--- src/station_address_learning_table_top_assert.svh ---
// Assertion macros for the station address learning table.
// Included by the top level for its concurrent checks; no other dependencies.
`ifndef STATION_ADDRESS_LEARNING_TABLE_TOP_ASSERT_SVH
`define STATION_ADDRESS_LEARNING_TABLE_TOP_ASSERT_SVH
`ifndef SYNTHESIS
`define SLAT_CHECK(lbl, clk, rst_n, prop, msg) \
	lbl: assert property (@(posedge clk) disable iff (!rst_n) (prop)) \
		else $error(msg);
`define SLAT_CHECK_IMP(lbl, clk, rst_n, ante, cons, msg) \
	lbl: assert property (@(posedge clk) disable iff (!rst_n) (ante) |-> (cons)) \
		else $error(msg);
`else
`define SLAT_CHECK(lbl, clk, rst_n, prop, msg)
`define SLAT_CHECK_IMP(lbl, clk, rst_n, ante, cons, msg)
`endif
`endif

--- src/slat_pkg.sv ---
`timescale 1ns / 1ps
// Shared types, constants and the entry update rule of the learning table.
// No dependencies; imported by slat_cell and the top level.
package slat_pkg;

	localparam int MAX_ENTRIES = 64;
	localparam int IDX_W = (MAX_ENTRIES > 1) ? $clog2(MAX_ENTRIES) : 1;
	localparam int CNT_W = $clog2(MAX_ENTRIES + 1);

	localparam logic       ACT_FRAME      = 1'b0;
	localparam logic       ACT_READ       = 1'b1;
	localparam logic [1:0] TYPE_MGMT      = 2'd0;
	localparam logic [3:0] SUB_BEACON     = 4'd8;
	localparam logic [3:0] SUB_PROBE_RESP = 4'd5;

	localparam logic [2:0] ST_IGNORED  = 3'd0;
	localparam logic [2:0] ST_UPDATED  = 3'd1;
	localparam logic [2:0] ST_ADMITTED = 3'd2;
	localparam logic [2:0] ST_FULL     = 3'd3;
	localparam logic [2:0] ST_READ_OK  = 3'd4;
	localparam logic [2:0] ST_READ_BAD = 3'd5;

	localparam logic [31:0] FRAMES_MAX = 32'hFFFF_FFFF;

	typedef struct packed {
		logic              action;
		logic [1:0]        frame_type;
		logic [3:0]        frame_subtype;
		logic [47:0]       station_address;
		logic signed [7:0] signal_strength;
		logic [7:0]        radio_channel;
		logic              protected_flag;
		logic              mgmt_protect_seen;
		logic [5:0]        read_index;
	} req_t;

	typedef struct packed {
		logic [2:0]        status;
		logic [5:0]        entry_index;
		logic [6:0]        entries_in_use;
		logic [47:0]       entry_address;
		logic [31:0]       entry_frames;
		logic signed [7:0] entry_signal;
		logic [7:0]        entry_channel;
		logic              entry_privacy;
		logic              entry_mfp;
	} rsp_t;

	typedef struct packed {
		logic [47:0]       address;
		logic [31:0]       frames;
		logic signed [7:0] signal;
		logic [7:0]        channel;
		logic              privacy;
		logic              mfp;
	} entry_t;

	// Control from the sequencer to every cell in the row.
	typedef struct packed {
		logic lookup;
		logic read_op;
		logic commit;
		logic alloc;
	} cell_ctl_t;

	typedef enum logic {
		ST_IDLE,
		ST_WORK
	} state_t;

	function automatic entry_t entry_update(entry_t old, logic hit, req_t r);
		entry_t e;
		e.address = r.station_address;
		if (!hit) begin
			e.frames = 32'd1;
		end else if (old.frames == FRAMES_MAX) begin
			e.frames = old.frames;
		end else begin
			e.frames = old.frames + 32'd1;
		end
		e.signal  = r.signal_strength;
		e.channel = r.radio_channel;
		e.privacy = r.protected_flag;
		e.mfp     = (hit & old.mfp) | r.mgmt_protect_seen;
		return e;
	endfunction

endpackage

--- src/slat_cell.sv ---
`timescale 1ns / 1ps
// One slot of the learning table: stores an entry, matches the broadcast
// address and updates itself on commit. Depends on slat_pkg.
module slat_cell (
	input  logic                     clk,
	input  logic [slat_pkg::IDX_W-1:0] idx,
	input  logic [slat_pkg::CNT_W-1:0] count,
	input  slat_pkg::req_t           req,
	input  slat_pkg::cell_ctl_t      ctl,
	output logic                     match,
	output slat_pkg::entry_t         rd_entry
);
	import slat_pkg::*;

	entry_t entry_q;
	logic   live;
	logic   rd_sel;
	logic   alloc_sel;
	logic   we;

	assign live      = 32'(idx) < 32'(count);
	assign match     = live && (entry_q.address == req.station_address);
	assign rd_sel    = ctl.read_op && (32'(idx) == 32'(req.read_index));
	assign alloc_sel = ctl.alloc && (32'(idx) == 32'(count));
	assign we        = ctl.commit && (match || alloc_sel);

	// Drive zero when not selected so the row can be OR-merged.
	assign rd_entry = ((ctl.lookup && match) || rd_sel) ? entry_q : '0;

	always_ff @(posedge clk) begin
		if (we) begin
			entry_q <= entry_update(entry_q, match, req);
		end
	end

endmodule
--- config.mk ---
export PLATFORM = sky130hd
export DESIGN_NAME = slat_cell
export DESIGN_NICKNAME = d
export VERILOG_FILES = /design/src/station_address_learning_table_top_assert.svh /design/src/slat_pkg.sv /design/src/slat_cell.sv
export SDC_FILE = /design/constraint.sdc
export NUM_CORES = 1
export LEC_CHECK = 0
export BUFFER_PORTS_ARGS = -buffer_cell sky130_fd_sc_hd__buf_2
export CAP_MARGIN = 20
export CORE_AREA = 5 5 130 132
export DETAILED_ROUTE_END_ITERATION = 10
export DIE_AREA = 0 0 135 137
export SYNTH_ARGS = -nofsm -noshare
export SYNTH_HDL_FRONTEND = slang
export SYNTH_SLANG_ARGS = --single-unit
--- constraint.sdc ---
create_clock -name clk -period 11.3 [get_ports clk]
set_input_delay 2.26 -clock clk [delete_from_list [all_inputs] [get_ports clk]]
set_output_delay 2.26 -clock clk [all_outputs]
set_load 0.05 [all_outputs]
## After elaboration in Yosys (flattened, before gate mapping)

Index checks and enable logic that the tools add are counted.

- Register bits: 98
- Input port bits: 97
- Output and inout port bits: 99
- Word-level logic and storage cells: 25

- Add/sub/neg operators: 1
- Order comparisons: 1
- Equality and inequality tests: 5
- Muxes and demuxes: 2
- Bitwise operators: 2
- Reductions and logical operators: 8

Operator list:

| operator | count |
|---|---|
| 2-to-1 mux 98 bit | 1 |
| equality test 48 bit | 1 |
| adder 32 x 1 -> 32 bit (second input constant) | 1 |
| equality test 32 bit (second input constant) | 1 |
| 2-to-1 mux 32 bit | 1 |
| equality test 6 x 7 -> 1 bit | 1 |
| less-than comparator 6 x 7 -> 1 bit | 1 |
| equality test 6 bit | 1 |
| logical AND 1 bit | 5 |
| logical OR 1 bit | 2 |
| != test 2 bit (second input constant) | 1 |
| AND reduction 2 bit | 1 |
| AND 1 bit | 1 |
| OR 1 bit | 1 |

## Longest topological paths before layout

- Word-level depth: 5
- Depth in mapped cells: 10
- Depth with buffers taken out: 8

## Worst setup path after synthesis

Ideal clock, no wire load.

- Path type: input-to-reg
- Start point: in count[2] (netlist name)
- End point: reg entry_q[0] (netlist name) (enable)
- Setup time: 0.592 ns
- Arrival: 8.480 ns
- Required time: 10.708 ns
- Setup slack: 2.228 ns
- Cell stages on the path: 8
- Buffers on the path: 0
- Path through: inv_1 > ha_1 > a21oi_1 > a21oi_1 > or4_1 > nor2_2 > nand2_1 > a21boi_0

- Longest elaborated chain between the ends: 4
- Elaborated cells on any way between the ends: 6
- Classes of those cells: 1 x order compare; 1 x eq/ne; 4 x reduce/logical

RTL lines:

| element | line | RTL |
|---|---|---|
| start, declared | slat_cell.sv:7 | `input logic [slat_pkg::CNT_W-1:0] count,` |
| less-than comparator 6 x 7 -> 1 bit or equality test 6 x 7 -> 1 bit (tied branches) | slat_cell.sv:21, slat_cell.sv:24 |  |
| logical AND 1 bit (on tied branches) | slat_cell.sv:22, slat_cell.sv:24 |  |
| logical OR 1 bit (*) | slat_cell.sv:25 | `assign we = ctl.commit && (match \|\| alloc_sel);` |
| logical AND 1 bit (*) | slat_cell.sv:25 |  |
| named net we | slat_cell.sv:19 | `logic we;` |
| end signal, assigned | slat_cell.sv:32 | `entry_q <= entry_update(entry_q, match, req);` |
| end, declared | slat_cell.sv:15 | `entry_t entry_q;` |

Mark *: on every way through the listed nets, which the timed path passes. The rest lies on a longest branch.
A chain may end at the register's enable or synchronous reset.

==> results_dict.tcl <==
set metrics [dict create \
    status "completed" \
    antenna_left 0 \
    worst_pin_slew_ns 0.909 \
    synth_top_area_share_pct 55.1 \
    total_power_uw 751 \
    cts-resized-gates 0 \
    via_count 3944 \
    async_reset_ff_share_pct 0 \
    cts_tree "yes" \
    relSlewSlack_pct 39.4 \
    largest_register "entry_q" \
    max_freq_mhz 132 \
    io_pins 196 \
    port_buffers 188 \
    setup_tns_ns 0 \
    grt_max_degree 67 \
    antenna_found_initial 0 \
    grt.overflow.total 0 \
    cellPowerDensity_nw_per_um2 110 \
    drive_gt1_share_pct 36.6 \
    post-route-drc-count 0 \
    synth-seq-area-share_pct 55.1 \
    synth_most_common_cell "edfxtp_1" \
    fin_nets 741 \
    largest_reg_flops 98 \
    p_leak_nw 2.79 \
    grt_pass1_wl_um 21400 \
    ys_seq_elements 98 \
    dieWidth_um 135 \
    dp_hpwl_um 10400 \
    period_needed_ns 7.58 \
    start_kind "input pin" \
    fillCellCount 1504 \
    core_um2 15600 \
    grt.total_usage_pct 14.9 \
    finalInstanceArea_um2 6800 \
    synth.yosys.warnings 0 \
    ys.flop_type "edfxtp_1" \
    grt_pass1_vias 4185 \
    num_rows 46 \
    drtIter0Drc 158 \
    syn_inst 448 \
    cp.required_ns 9.04 \
    routed_wl_um 13800 \
    clock_latency_ns 0.35 \
    h-tree-depth 3 \
    synth-edff-count 98 \
    finalCritPeriodShare_pct 67.1 \
    first_pass_iters 4 \
    post_dp_cell_area_um2 6510 \
    via_per_inst 4.59 \
    die_y_um 137 \
    timing.final.hold_violations 0 \
    wl_per_cell_um 16.0 \
    reg_top3 "entry_q (98)" \
    clkTransAtPathRegs_ns 0.07 \
    fin_util_pct 43.6 \
    synth_top_cells_by_count "edfxtp_1, nor2b_1, xor2_1, nor2_1, inv_1" \
    clk_path_buf_depth 2 \
    cts.sinks 98 \
    timing.hold.ws_ns 0.578 \
    area_growth_syn_to_layout_pct 27.3 \
    post_cts_buffers 0 \
    numCtsBuffers 9 \
    cp_max_fo 56 \
    syn_area_um2 5340 \
    holdBufCountCts 0 \
    start_util_pct 34.2 \
    cap_violations 0 \
    rsz0062_at_grt "false" \
    syn-num-nets 552 \
    place_congestion 0.762 \
    synth_top_area_cell "edfxtp_1" \
    postSynthAreaPerCell_um2 11.9 \
    end_kind "output port" \
    setup_viol 0 \
    crit_type "input pin to output port" \
    crit_arrival_ns 5.32 \
    vdd_drop_max_mv 0.0735 \
    fin_skew_ns 0.00995 \
    cts_root_buffer "clkbuf_16" \
    synth.distinct_cells 42 \
    die_area_um2 18500 \
    hold_class "flip-flop to flip-flop" \
    maxSlewViolCount 0 \
    synthTopCellsByArea "edfxtp_1, nor2b_1, xor2_1, nor2b_4, xnor2_1" \
]
routing by layer:
layer	share of wire, %	up-vias	track usage, %	wire [µm]
li1	-	1932	-	-
met1	41	1851	17.6	5620
met2	47	148	24.9	6490
met3	11	13	5.85	1450
met4	1.5	0	5.21	203
met5	0	-	0	0
per-stage QoR:
stage	std cells	worst slack, ns
6_report	859	3.72
5_1_grt	858	3.46
4_1_cts	858	3.69
3_5_place_dp	842	3.70
3_3_place_gp	842	3.70
2_1_floorplan	448	2.23
placed cells by master, fill, tap and decap left out, types with 3 or more instances in the layout:
cell type | Yosys | routed
nor2_2 | 6 | 6
inv_1 | 22 | 22
xnor2_1 | 20 | 20
buf_2 | 0 | 188
nor2b_4 | 15 | 15
a221oi_1 | 3 | 3
ha_1 | 7 | 7
and4_1 | 4 | 4
buf_4 | 0 | 5
nor4_1 | 8 | 8
a21oi_1 | 4 | 3
nand2_1 | 13 | 13
and3_1 | 7 | 7
edfxtp_1 | 98 | 98
nor2b_1 | 83 | 83
xor2_1 | 51 | 51
or2_2 | 3 | 3
clkbuf_16 | 0 | 9
nand4_1 | 14 | 14
nand3_1 | 11 | 11
nor2_1 | 38 | 38
worst max-delay path: stages:
cell and delay [ns]:
buf_2 0.11, ha_1 0.32, a21oi_1 0.19, a21oi_1 0.09, or4_1 0.57, nor2_2 0.34
a31oi_4 0.12, buf_4 0.30, buf_4 0.43, nor2b_1 0.24, buf_2 0.29
cell type report:
cell class / instances / area, µm² / share of cell area (%)
flip-flops and latches: 98 / 2940 / 43.3
multi-input cells: 313 / 2240 / 32.9
repair buffers: 193 / 978 / 14.4
well taps: 216 / 270 / 3.97
clock buffers: 10 / 229 / 3.37
inverters: 22 / 82.6 / 1.21
clock inverters: 6 / 56.3 / 0.828
diodes: 1 / 2.50 / 0.0368
path summary, 6_finish.rpt:
check,start,endpoint,slack (ns),cells after the start
hold / removal,entry_q[0]$_DFFE_PP_,entry_q[0]$_DFFE_PP_,0.58,1
setup / recovery,idx[2],rd_entry[66],3.72,11
setup reg to reg,entry_q[96]$_DFFE_PP_,entry_q[66]$_DFFE_PP_,7.79,8
hold reg to reg,entry_q[0]$_DFFE_PP_,entry_q[0]$_DFFE_PP_,0.58,1
power by group:
group / switching [mW] / total, mW / internal (mW)
sequential: 0.000440 / 0.399 / 0.398
clock: 0.136 / 0.306 / 0.170
combinational: 0.0245 / 0.0458 / 0.0213
total: 0.161 / 0.751 / 0.590
logic make-up (layout without fill, tap and decap cells):
family / after synthesis / in the layout / share of synthesized area (%)
xor+xnor: 71 / 71 / 11.6
flops: 98 / 98 / 55.1
fa+ha+maj: 7 / 7 / 1.64
buf+inv: 37 / 231 / 3.26
simple gates: 216 / 216 / 25.4
other cells: 0 / 1 / 0
compound gates: 19 / 19 / 2.95
Note: power is estimated with default switching activity, not from simulation.
